[config.mk]
export PLATFORM = sky130hd
export DESIGN_NAME = gtb_queue
export DESIGN_NICKNAME = d
export VERILOG_FILES = /design/src/rtl/gtb_queue.sv
export SDC_FILE = /design/constraint.sdc
export NUM_CORES = 1
export LEC_CHECK = 0
export BUFFER_PORTS_ARGS = -buffer_cell sky130_fd_sc_hd__buf_2
export CAP_MARGIN = 20
export CORE_MARGIN = 4
export CORE_UTILIZATION = 45
export DETAILED_ROUTE_END_ITERATION = 7
export GPL_ROUTABILITY_DRIVEN = 0
export PLACE_DENSITY = 0.76
export SETUP_SLACK_MARGIN = 0.2
export SLEW_MARGIN = 5
export SYNTH_ARGS = -nofsm -noshare
export SYNTH_HDL_FRONTEND = slang
export SYNTH_SLANG_ARGS = --single-unit
[constraint.sdc]
create_clock -name clk -period 3.59 [get_ports clk]
set_input_delay 1.077 -clock clk [delete_from_list [all_inputs] [get_ports clk]]
set_output_delay 1.077 -clock clk [all_outputs]
set_load 0.02 [all_outputs]
[src/rtl/gtb_queue.sv]
module gtb_queue #(
    parameter int WIDTH = 8,
    parameter int DEPTH = 2
) (
    input  logic             clk,
    input  logic             rst_n,
    input  logic             push,
    output logic             push_ready,
    input  logic [WIDTH-1:0] push_data,
    output logic             pop_valid,
    input  logic             pop,
    output logic [WIDTH-1:0] pop_data
);

    localparam int PW = (DEPTH > 1) ? $clog2(DEPTH) : 1;
    localparam int CW = $clog2(DEPTH + 1);

    logic [WIDTH-1:0] slot_reg [DEPTH];
    logic [PW-1:0]    wr_ptr_reg;
    logic [PW-1:0]    rd_ptr_reg;
    logic [CW-1:0]    count_reg;
    logic             do_push;
    logic             do_pop;

    assign push_ready = (count_reg != CW'(DEPTH));
    assign pop_valid  = (count_reg != '0);
    assign pop_data   = slot_reg[rd_ptr_reg];
    assign do_push    = push && push_ready;
    assign do_pop     = pop && pop_valid;

    always_ff @(posedge clk or negedge rst_n)
    begin
        if (!rst_n)
        begin
            wr_ptr_reg <= '0;
            rd_ptr_reg <= '0;
            count_reg  <= '0;
        end
        else
        begin
            if (do_push)
                wr_ptr_reg <= (wr_ptr_reg == PW'(DEPTH - 1)) ? '0 : wr_ptr_reg + PW'(1);
            if (do_pop)
                rd_ptr_reg <= (rd_ptr_reg == PW'(DEPTH - 1)) ? '0 : rd_ptr_reg + PW'(1);
            if (do_push && !do_pop)
                count_reg <= count_reg + CW'(1);
            else if (do_pop && !do_push)
                count_reg <= count_reg - CW'(1);
        end
    end

    always_ff @(posedge clk)
    begin
        if (do_push)
            slot_reg[wr_ptr_reg] <= push_data;
    end

endmodule

==> summary.txt <==
Mean Syn Cell Area - 18.3 um^2
hold_buf cts - 0
full die area - 2480 um^2
NumNets Final - 81
Worst path slowest cell - dfrtp_1
fraction of the cycle the final worst path needs - 69.1%
post_cts resized - 0
area share of the largest cell type after synthesis - 61.0%
Core Area - 1580 um^2
Pwr Density - 823 nW/um^2
Max Freq - 0.403 GHz
final hold viol count - 0
reg2reg end - slot_reg[0][2]$_DFFE_PP_
status - completed
register area share after synthesis - 73.8%
initial antenna violation count - 0
Yosys reg bits - 20
Filler cells - 129
Slew Limit Fails - 0
Hold Crit Endpoint - wr_ptr_reg$_DFFE_PN0N_
vias in the first global route - 431
routed length per placed instance - 14.1 um
# IOs - 22
Die W - 49.8 um
worst-margin pin slew - 0.665 ns
Leak - 0.382 nW
critical path, cell by cell - mux2_2 -> buf_2
CP Launch Type - flop
Crit path required time - 2.51 ns
Num CTS Buffers - 3
kind of critical path - flop to output pin
ANT nets after route - 0
Rel. slew slack - 55.5%
H-tree levels - 1
Crit Path Max Fanout - 9
clock sinks - 20
Vert. Die Dim - 49.8 um
DRT Pass-1 Iters - 4
worst-case clock skew - 0.00232 ns
Final WS setup - 1.11 ns
# diodes - 0
largest net degree at the start of global routing - 11
CP Data Arrival Time - 1.40 ns
CTS clock-pin slew for the worst setup and hold paths - 0.09 ns
Reg area - 581 um^2
Remaining DRCs - 0
Crit path largest cell delay - 0.58 ns
Via density - 5.02
share of cells above drive strength 1 - 53.0%
Setup TNS - 0 ns
area of the multi-input gates - 198 um^2
VDD IR max - 0.000449 V
grt ovf - 0
Post-CTS Setup Inserts - 0
final WL - 1.16 mm
post-synth cell types - 14
min-delay worst type - flop to flop
Total GRT Usage - 10.9%
Syn Inst Count - 43
Post-Syn Nets - 56
Yosys Warn Count - 0
Area Growth Syn to Fin - 18.1%
row count - 14
Worst R2R Start - count_reg[0]$_DFFE_PN0P_
number of flip-flops in the largest register - 16
synthesized area - 787 um^2
initial cell density of the core - 49.9%
RSZ-0062 raised after global routing - no
clk_lat worst skew - 0.28 ns
R2R setup slack - 2.04 ns
CTS max path bufs - 2
port buffer count - 21
TritonCTS clock tree - done
top cell type by total area after synthesis - edfxtp_1
Clock Tree Root - clkbuf_4
Vias - 412
Worst Reg-to-Reg Cells - 3
Max-cap violations - 0
synth top area cells - edfxtp_1, dfrtp_1, mux2_2, xnor2_1, xor2_1
DRT iter0 DRCs - 4
Detail Placement HPWL - 897 um
worst hold path depth - 1
post-layout min period - 2.48 ns
Place WS - 1.42 ns
first-pass GRT wire length - 1.98 mm
min-delay src - wr_ptr_reg$_DFFE_PN0N_
final setup fails - 0
CP endpoint kind - output pin
-- cell usage after synthesis --
| cell type | n |
|---|---|
| mux2_2 | 8 |
| and3_1 | 1 |
| edfxtp_1 | 16 |
| nand2b_4 | 1 |
| or2_4 | 1 |
| inv_1 | 1 |
| nand2_4 | 1 |
| xor2_1 | 2 |
| nand2_1 | 1 |
| buf_2 | 1 |
| ha_1 | 1 |
| nor2_1 | 2 |
| dfrtp_1 | 4 |
| xnor2_1 | 3 |
-- report_power, final --
part	internal, mW	switching, mW	leakage, nW
logic	0.137	0.159	0.173
registers	0.324	0.0476	0.195
clock network	0.0389	0.0581	0.0138
-- cells in the final DEF (no fill, tap or decap) --
master and instances:
xor2_1 2, dfrtp_1 4, nor2_1 2, nand2_4 1, buf_2 21, nand2b_4 1
mux2_2 8, nand2_1 1, inv_1 1, xnor2_1 3, or2_4 1, ha_1 1
clkbuf_4 3, and3_1 1, edfxtp_1 16
-- logic make-up (layout without fill, tap and decap cells) --
group                      count (synthesis)  count (layout)  synth area share, %
DFF                                       20              20                 73.8
adders and majority gates                  1               1                 1.59
xor gates and xnor gates                   5               5                 5.57
and+or+nand+nor                            7               7                 6.52
muxes                                      8               8                 11.4
buffers and inverters                      2              25                 1.11
-- area by class of cell --
type | instances | area share, %
Tap cell | 16 | 2.15
Timing Repair Buffer | 21 | 11.3
Inverter | 1 | 0.404
Multi-Input combinational cell | 21 | 21.3
Clock buffer | 3 | 2.42
Sequential cell | 20 | 62.4
-- worst max-delay path, delay by kind of cell, from the launching register on --
kind                   cells  cell delay, ns
flip-flops                 1            0.58
buffers and inverters      1            0.16
multiplexers               1            0.38
-- how the worst max path moves through the flow --
stage | startpoint | endpoint | slack [ns] | cells after the start
2_1_floorplan | rd_ptr_reg$_DFFE_PN0P_ | pop_data[0] | 1.62 | 2
3_3_place_gp | rd_ptr_reg$_DFFE_PN0P_ | pop_data[5] | 1.42 | 2
3_5_place_dp | rd_ptr_reg$_DFFE_PN0P_ | pop_data[7] | 1.42 | 2
4_1_cts | rd_ptr_reg$_DFFE_PN0P_ | pop_data[7] | 1.08 | 2
5_1_grt | rd_ptr_reg$_DFFE_PN0P_ | pop_data[7] | 1.01 | 2
6_report | rd_ptr_reg$_DFFE_PN0P_ | pop_data[5] | 1.11 | 2
-- per-layer routing --
| metal | global-route usage [%] | share of wire, % | wire length [um] |
|---|---|---|---|
| met2 | 17.4 | 52 | 603 |
| met1 | 13.5 | 42 | 483 |
| met5 | 0 | 0 | 0 |
| met4 | 4.15 | 0 | 0 |
| met3 | 3.92 | 6.4 | 74 |
-- metrics by stage --
stage / power, mW / util, % / cells / area, um^2 / hold slack, ns
detailed placement: 0.678 / 57.5 / 79 / 907 / 0.489
global placement: 0.669 / 57.5 / 79 / 907 / 0.477
floorplan: 0.595 / - / 43 / 787 / 0.461
global route: 0.821 / 59.0 / 82 / 930 / 0.534
CTS: 0.778 / 59.0 / 82 / 930 / 0.506
finish: 0.765 / 59.0 / 82 / 930 / 0.505
No activity file was read; power rests on OpenSTA's default activity.
