## config.mk

```make
export PLATFORM = sky130hd
export DESIGN_NAME = gtb_front
export DESIGN_NICKNAME = d
export VERILOG_FILES = /design/src/rtl/gtb_pkg.sv /design/src/rtl/gtb_front.sv
export SDC_FILE = /design/constraint.sdc
export NUM_CORES = 2
export LEC_CHECK = 0
export BUFFER_PORTS_ARGS = -buffer_cell sky130_fd_sc_hd__buf_2
export CELL_PAD_IN_SITES_DETAIL_PLACEMENT = 1
export CELL_PAD_IN_SITES_GLOBAL_PLACEMENT = 1
export CORE_MARGIN = 8
export CORE_UTILIZATION = 45
export CTS_BUF_LIST = sky130_fd_sc_hd__clkbuf_16
export CTS_CLUSTER_SIZE = 28
export DETAILED_ROUTE_END_ITERATION = 6
export PLACE_DENSITY_LB_ADDON = 0.15
export SLEW_MARGIN = 25
export SYNTH_ARGS = -nofsm -noshare
export SYNTH_HDL_FRONTEND = slang
export SYNTH_SLANG_ARGS = --single-unit
```

## constraint.sdc

```tcl
create_clock -name clk -period 10.65 [get_ports clk]
set_input_delay 1.065 -clock clk [delete_from_list [all_inputs] [get_ports clk]]
set_output_delay 1.065 -clock clk [all_outputs]
set_load 0.005 [all_outputs]
```

## src/rtl/gtb_pkg.sv

```systemverilog
package gtb_pkg;

    localparam int DEF_MAX_COLUMNS  = 64;
    localparam int DEF_MAX_ROWS     = 64;
    localparam int DEF_COUNTER_BITS = 32;

    localparam int CFG_INDEX_W = 3;
    localparam int CFG_DATA_W  = 32;

    localparam logic [CFG_INDEX_W-1:0] REG_ORIGIN_X        = 3'd0;
    localparam logic [CFG_INDEX_W-1:0] REG_ORIGIN_Y        = 3'd1;
    localparam logic [CFG_INDEX_W-1:0] REG_INV_TILE_WIDTH  = 3'd2;
    localparam logic [CFG_INDEX_W-1:0] REG_INV_TILE_HEIGHT = 3'd3;
    localparam logic [CFG_INDEX_W-1:0] REG_TILES_ACROSS    = 3'd4;
    localparam logic [CFG_INDEX_W-1:0] REG_TILES_DOWN      = 3'd5;

    localparam logic REQ_BOX  = 1'b0;
    localparam logic REQ_READ = 1'b1;

    typedef struct packed {
        logic               req_type;
        logic signed [31:0] box_left;
        logic signed [31:0] box_bottom;
        logic signed [31:0] box_right;
        logic signed [31:0] box_top;
        logic        [5:0]  read_column;
        logic        [5:0]  read_row;
    } req_t;

    typedef struct packed {
        logic [31:0] tile_count;
        logic        count_saturated;
    } resp_t;

    typedef struct packed {
        logic signed [31:0] origin_x;
        logic signed [31:0] origin_y;
        logic        [31:0] inv_tile_width;
        logic        [31:0] inv_tile_height;
        logic        [6:0]  tiles_across;
        logic        [6:0]  tiles_down;
    } cfg_t;

endpackage

```

## src/rtl/gtb_front.sv

```systemverilog
module gtb_front #(
    parameter int MAX_COLUMNS = 64,
    parameter int MAX_ROWS    = 64,
    parameter int CIW         = 6,
    parameter int RIW         = 6
) (
    input  logic                         clk,
    input  logic                         rst_n,
    input  gtb_pkg::cfg_t                cfg,
    input  logic                         req_valid,
    output logic                         req_ready,
    input  gtb_pkg::req_t                req,
    output logic                         push,
    input  logic                         push_ready,
    output logic [1+1+2*CIW+2*RIW-1:0]   entry
);

    import gtb_pkg::*;

    localparam int CCW = $clog2(MAX_COLUMNS + 1);
    localparam int RCW = $clog2(MAX_ROWS + 1);

    typedef struct packed {
        logic           is_read;
        logic           oob;
        logic [CIW-1:0] c0;
        logic [CIW-1:0] c1;
        logic [RIW-1:0] r0;
        logic [RIW-1:0] r1;
    } entry_t;

    req_t           item_reg;
    logic           busy_reg;
    logic           done_reg;
    logic [2:0]     step_reg;
    logic           d_vld_reg;
    logic [1:0]     d_sel_reg;
    logic [31:0]    diff_reg;
    logic           d_pos_reg;
    logic           p_vld_reg;
    logic [1:0]     p_sel_reg;
    logic [63:0]    prod_reg;
    logic           p_pos_reg;
    logic [CIW-1:0] c0_reg;
    logic [CIW-1:0] c1_reg;
    logic [RIW-1:0] r0_reg;
    logic [RIW-1:0] r1_reg;

    logic [CCW-1:0]     cols;
    logic [RCW-1:0]     rows;
    logic [CIW-1:0]     col_lim;
    logic [RIW-1:0]     row_lim;
    logic               accept;
    logic               is_read;
    logic               reversed;
    logic               issue;
    logic signed [31:0] coord;
    logic signed [31:0] org;
    logic signed [32:0] diff_w;
    logic [31:0]        inv;
    logic [47:0]        hi;
    logic [CIW-1:0]     col_clamp;
    logic [RIW-1:0]     row_clamp;
    logic               rd_oob;
    entry_t             entry_w;

    always_comb
    begin
        if (cfg.tiles_across == '0)
            cols = CCW'(1);
        else if (32'(cfg.tiles_across) > 32'(MAX_COLUMNS))
            cols = CCW'(MAX_COLUMNS);
        else
            cols = CCW'(cfg.tiles_across);
        if (cfg.tiles_down == '0)
            rows = RCW'(1);
        else if (32'(cfg.tiles_down) > 32'(MAX_ROWS))
            rows = RCW'(MAX_ROWS);
        else
            rows = RCW'(cfg.tiles_down);
    end

    assign col_lim = CIW'(cols - CCW'(1));
    assign row_lim = RIW'(rows - RCW'(1));

    assign req_ready = !busy_reg;
    assign accept    = req_valid && req_ready;
    assign is_read   = (item_reg.req_type == REQ_READ);
    assign reversed  = (item_reg.box_right < item_reg.box_left) ||
                       (item_reg.box_top < item_reg.box_bottom);
    assign issue     = busy_reg && !is_read && !reversed && (step_reg < 3'd4);

    always_comb
    begin
        unique case (step_reg[1:0])
            2'd0: coord = item_reg.box_left;
            2'd1: coord = item_reg.box_right;
            2'd2: coord = item_reg.box_bottom;
            2'd3: coord = item_reg.box_top;
        endcase
    end

    assign org    = step_reg[1] ? cfg.origin_y : cfg.origin_x;
    assign diff_w = {coord[31], coord} - {org[31], org};
    assign inv    = d_sel_reg[1] ? cfg.inv_tile_height : cfg.inv_tile_width;
    assign hi     = prod_reg[63:16];

    always_comb
    begin
        if (!p_pos_reg)
            col_clamp = '0;
        else if (hi > 48'(col_lim))
            col_clamp = col_lim;
        else
            col_clamp = hi[CIW-1:0];
        if (!p_pos_reg)
            row_clamp = '0;
        else if (hi > 48'(row_lim))
            row_clamp = row_lim;
        else
            row_clamp = hi[RIW-1:0];
    end

    assign rd_oob = (32'(item_reg.read_column) >= 32'(cols)) ||
                    (32'(item_reg.read_row) >= 32'(rows));

    always_comb
    begin
        entry_w.is_read = is_read;
        entry_w.oob     = is_read && rd_oob;
        entry_w.c0      = is_read ? CIW'(item_reg.read_column) : c0_reg;
        entry_w.c1      = c1_reg;
        entry_w.r0      = is_read ? RIW'(item_reg.read_row) : r0_reg;
        entry_w.r1      = r1_reg;
    end

    assign push  = busy_reg && (is_read || done_reg);
    assign entry = entry_w;

    always_ff @(posedge clk or negedge rst_n)
    begin
        if (!rst_n)
        begin
            busy_reg  <= 1'b0;
            done_reg  <= 1'b0;
            step_reg  <= '0;
            d_vld_reg <= 1'b0;
            p_vld_reg <= 1'b0;
        end
        else
        begin
            d_vld_reg <= issue;
            p_vld_reg <= d_vld_reg;
            if (accept)
            begin
                busy_reg <= 1'b1;
                step_reg <= '0;
            end
            else if (push && push_ready)
            begin
                busy_reg <= 1'b0;
                done_reg <= 1'b0;
            end
            else if (busy_reg && !is_read && reversed)
            begin
                busy_reg <= 1'b0;
            end
            else
            begin
                if (issue)
                    step_reg <= step_reg + 3'd1;
                if (p_vld_reg && (p_sel_reg == 2'd3))
                    done_reg <= 1'b1;
            end
        end
    end

    always_ff @(posedge clk)
    begin
        if (accept)
            item_reg <= req;
        if (issue)
        begin
            diff_reg  <= diff_w[31:0];
            d_pos_reg <= !diff_w[32] && (diff_w != '0);
            d_sel_reg <= step_reg[1:0];
        end
        if (d_vld_reg)
        begin
            prod_reg  <= 64'(diff_reg) * 64'(inv);
            p_pos_reg <= d_pos_reg;
            p_sel_reg <= d_sel_reg;
        end
        if (p_vld_reg)
        begin
            unique case (p_sel_reg)
                2'd0: c0_reg <= col_clamp;
                2'd1: c1_reg <= col_clamp;
                2'd2: r0_reg <= row_clamp;
                2'd3: r1_reg <= row_clamp;
            endcase
        end
    end

endmodule

```

==> run metrics <==
largest net degree at the start of global routing=76; class of the worst hold path=primary input to asynchronous set/reset pin; Global Route Usage Sum=25.79%; Reg2Reg Launch Point=d_sel_reg[1]; Max Cap Viol=0; DRC viols=0; GRT overflow=0; Final Cycle Share=89.72%; CTS Sinks=258; Setup Skew=0.03038 ns; gpl congestion=0.8648; Critical Path RT=10.96 ns; initial core utilization=45.13%; Final #Nets=6384; syn nets=6229; post-synth design cell area=46500 um2; Post-synth EDFFs=251; Clock Path Buffers=3; initial antenna violation count=10; die area=113900 um2; R2R depth=24; core area=103100 um2; Bufs and invs on worst path=3; crit path cell chain=buf_4, mux2_2, and2_1, fa_1, fa_1, inv_1, fa_1, fa_1, fa_1, inv_1, fa_1, fa_1, fa_1, ha_1, nand2_1, o21ai_0, nor2_1, and2_1, a211oi_1, o22ai_1, o21ai_2, a2111oi_0, o41ai_1, xnor2_1; Port Buffer Count=314; Clock Latency Late Sink=0.57 ns; Worst-path clk slew=0.06 ns; global-route wire length before repair=225.6 mm; Die Span Y=337.5 um; average wire per standard cell=23.11 um; RSZ-0062 raised after global routing=false; worst endpoint data arrival time=9.86 ns; YS warnings=0; vias per std cell=5.354; drt first pass iters=6; worst reg-to-reg setup slack=1.10 ns; ys flop type=edfxtp_1; die extent in x=337.5 um; final hold violations=0; number of H-tree levels=1; I/O pin total=315; Startpoint Class=flop; max-slew headroom at the worst pin=26.55%; Cells after Synth=4662; DP HPWL=115.6 mm; Tmin final=9.555 ns; Crit Path Class=flop to flop; Synth async-reset ratio=2.713%; synthesis-to-layout area growth=8.010%; sequential share of the synthesized area=16.58%; TritonCTS clock tree=yes; most frequent cells in the layout=inv_1 (951), fa_1 (896), and2_1 (519); vias in the first global route=38720; #FFs+latches synth=258; crit path max fanout=32; Yosys top cell by area=fa_1; row cnt=118; antenna-violating nets left=0; initial DRC count=1534; CP Capture Type=flop; CTS Buf Count=27; post_cts resized=0; Root Buffer=clkbuf_16; synthesized area per cell=9.975 um2; synth unique cells=70; setup bufs post-CTS=0; Final Setup Violations=0; Fmax=104.7 MHz; area share of the largest cell type after synthesis=38.57%; Slew @ Worst Pin=1.102 ns; CTS Hold Bufs=0; Slowest-stage cell, CP=mux2_2; CP delay by family, top=adder cells; Slew Limit Fails=0; DRT Wirelength=143.8 mm; most common cell after layout, fill and taps aside=inv_1; slowest stage delay, CP=0.89 ns; synth top area cells=fa_1 (39%), edfxtp_1 (16%), ha_1 (10%), inv_1 (7.6%), and2_1 (7.0%); fillcell total=11750; status=finished, final reports clean; most used cell, CP=fa_1; max reg flops=140; Final TNS setup=0 ns; worst r2r dst=prod_reg[63]; routed via count=33310; share of layout cells above drive strength 1=9.779%
[worst max path at each step]
stage                    to    startpoint  slack, ns  cells after the start
2_1_floorplan  prod_reg[63]       cfg[22]       2.31                     27
3_3_place_gp   prod_reg[62]       cfg[22]       1.11                     25
3_5_place_dp   prod_reg[63]       cfg[22]       0.94                     24
4_1_cts        prod_reg[63]  d_sel_reg[1]       1.13                     24
5_1_grt        prod_reg[63]  d_sel_reg[1]       0.70                     24
6_report       prod_reg[63]  d_sel_reg[1]       1.10                     24
[per-stage QoR]
step	area (um2)	std cells	setup WS (ns)	util, %	hold slack, ns
after global routing	50220	6220	0.7016	48.74	0.3214
after global placement	49310	6163	1.111	47.85	0.4049
after CTS	50200	6216	1.126	48.71	0.3155
after floorplan	46500	4662	2.305	-	0.4003
after detailed placement	49370	6167	0.9403	47.91	0.4080
final	50230	6222	1.095	48.74	0.3382
[area by class of cell]
type                    instances  area, um2  area share (%)
clock inverters                22      146.4          0.2914
diodes                          5      12.51         0.02491
multi-input cells            3212      34360           68.41
repair buffers                370       2029           4.040
well taps                    1380       1727           3.438
inverters                     948       3563           7.094
clock buffers                  27      675.6           1.345
flip-flops and latches        258       7715           15.36
[per-layer routing]
layer	GRT usage, %	up-vias	share of wire (%)
met5	0	-	0.015
met4	10.38	4	4.7
met3	2.526	284	3.8
met2	46.27	803	51
met1	31.88	17500	40
li1	-	14720	-
[synth_stat cells, types with 44 or more instances]
master      n
fa_1      896
mux2_2     44
nor2b_1   103
and2_1    519
inv_1     947
a21oi_1   113
edfxtp_1  251
nand2_1   489
mux2i_1    66
clkbuf_1  235
xnor2_1    50
nor2_1     73
o21ai_0    53
ha_1      384
a21o_1     75
[cells by family (layout without fill, tap and decap cells)]
| family | count (synthesis) | in the layout | synth area share, % |
|---|---|---|---|
| AOI/OAI and AO/OA | 406 | 406 | 5.911 |
| xor gates and xnor gates | 84 | 84 | 1.622 |
| adders and majority gates | 1280 | 1280 | 48.90 |
| buffers and inverters | 1192 | 1367 | 9.632 |
| DFF | 258 | 258 | 16.58 |
| muxes | 110 | 110 | 2.486 |
| other | 0 | 5 | 0 |
| and+or+nand+nor | 1332 | 1332 | 14.86 |
Power is not shown: default switching activity piles up to over one toggle a cycle in this logic, so the estimate is an artifact.
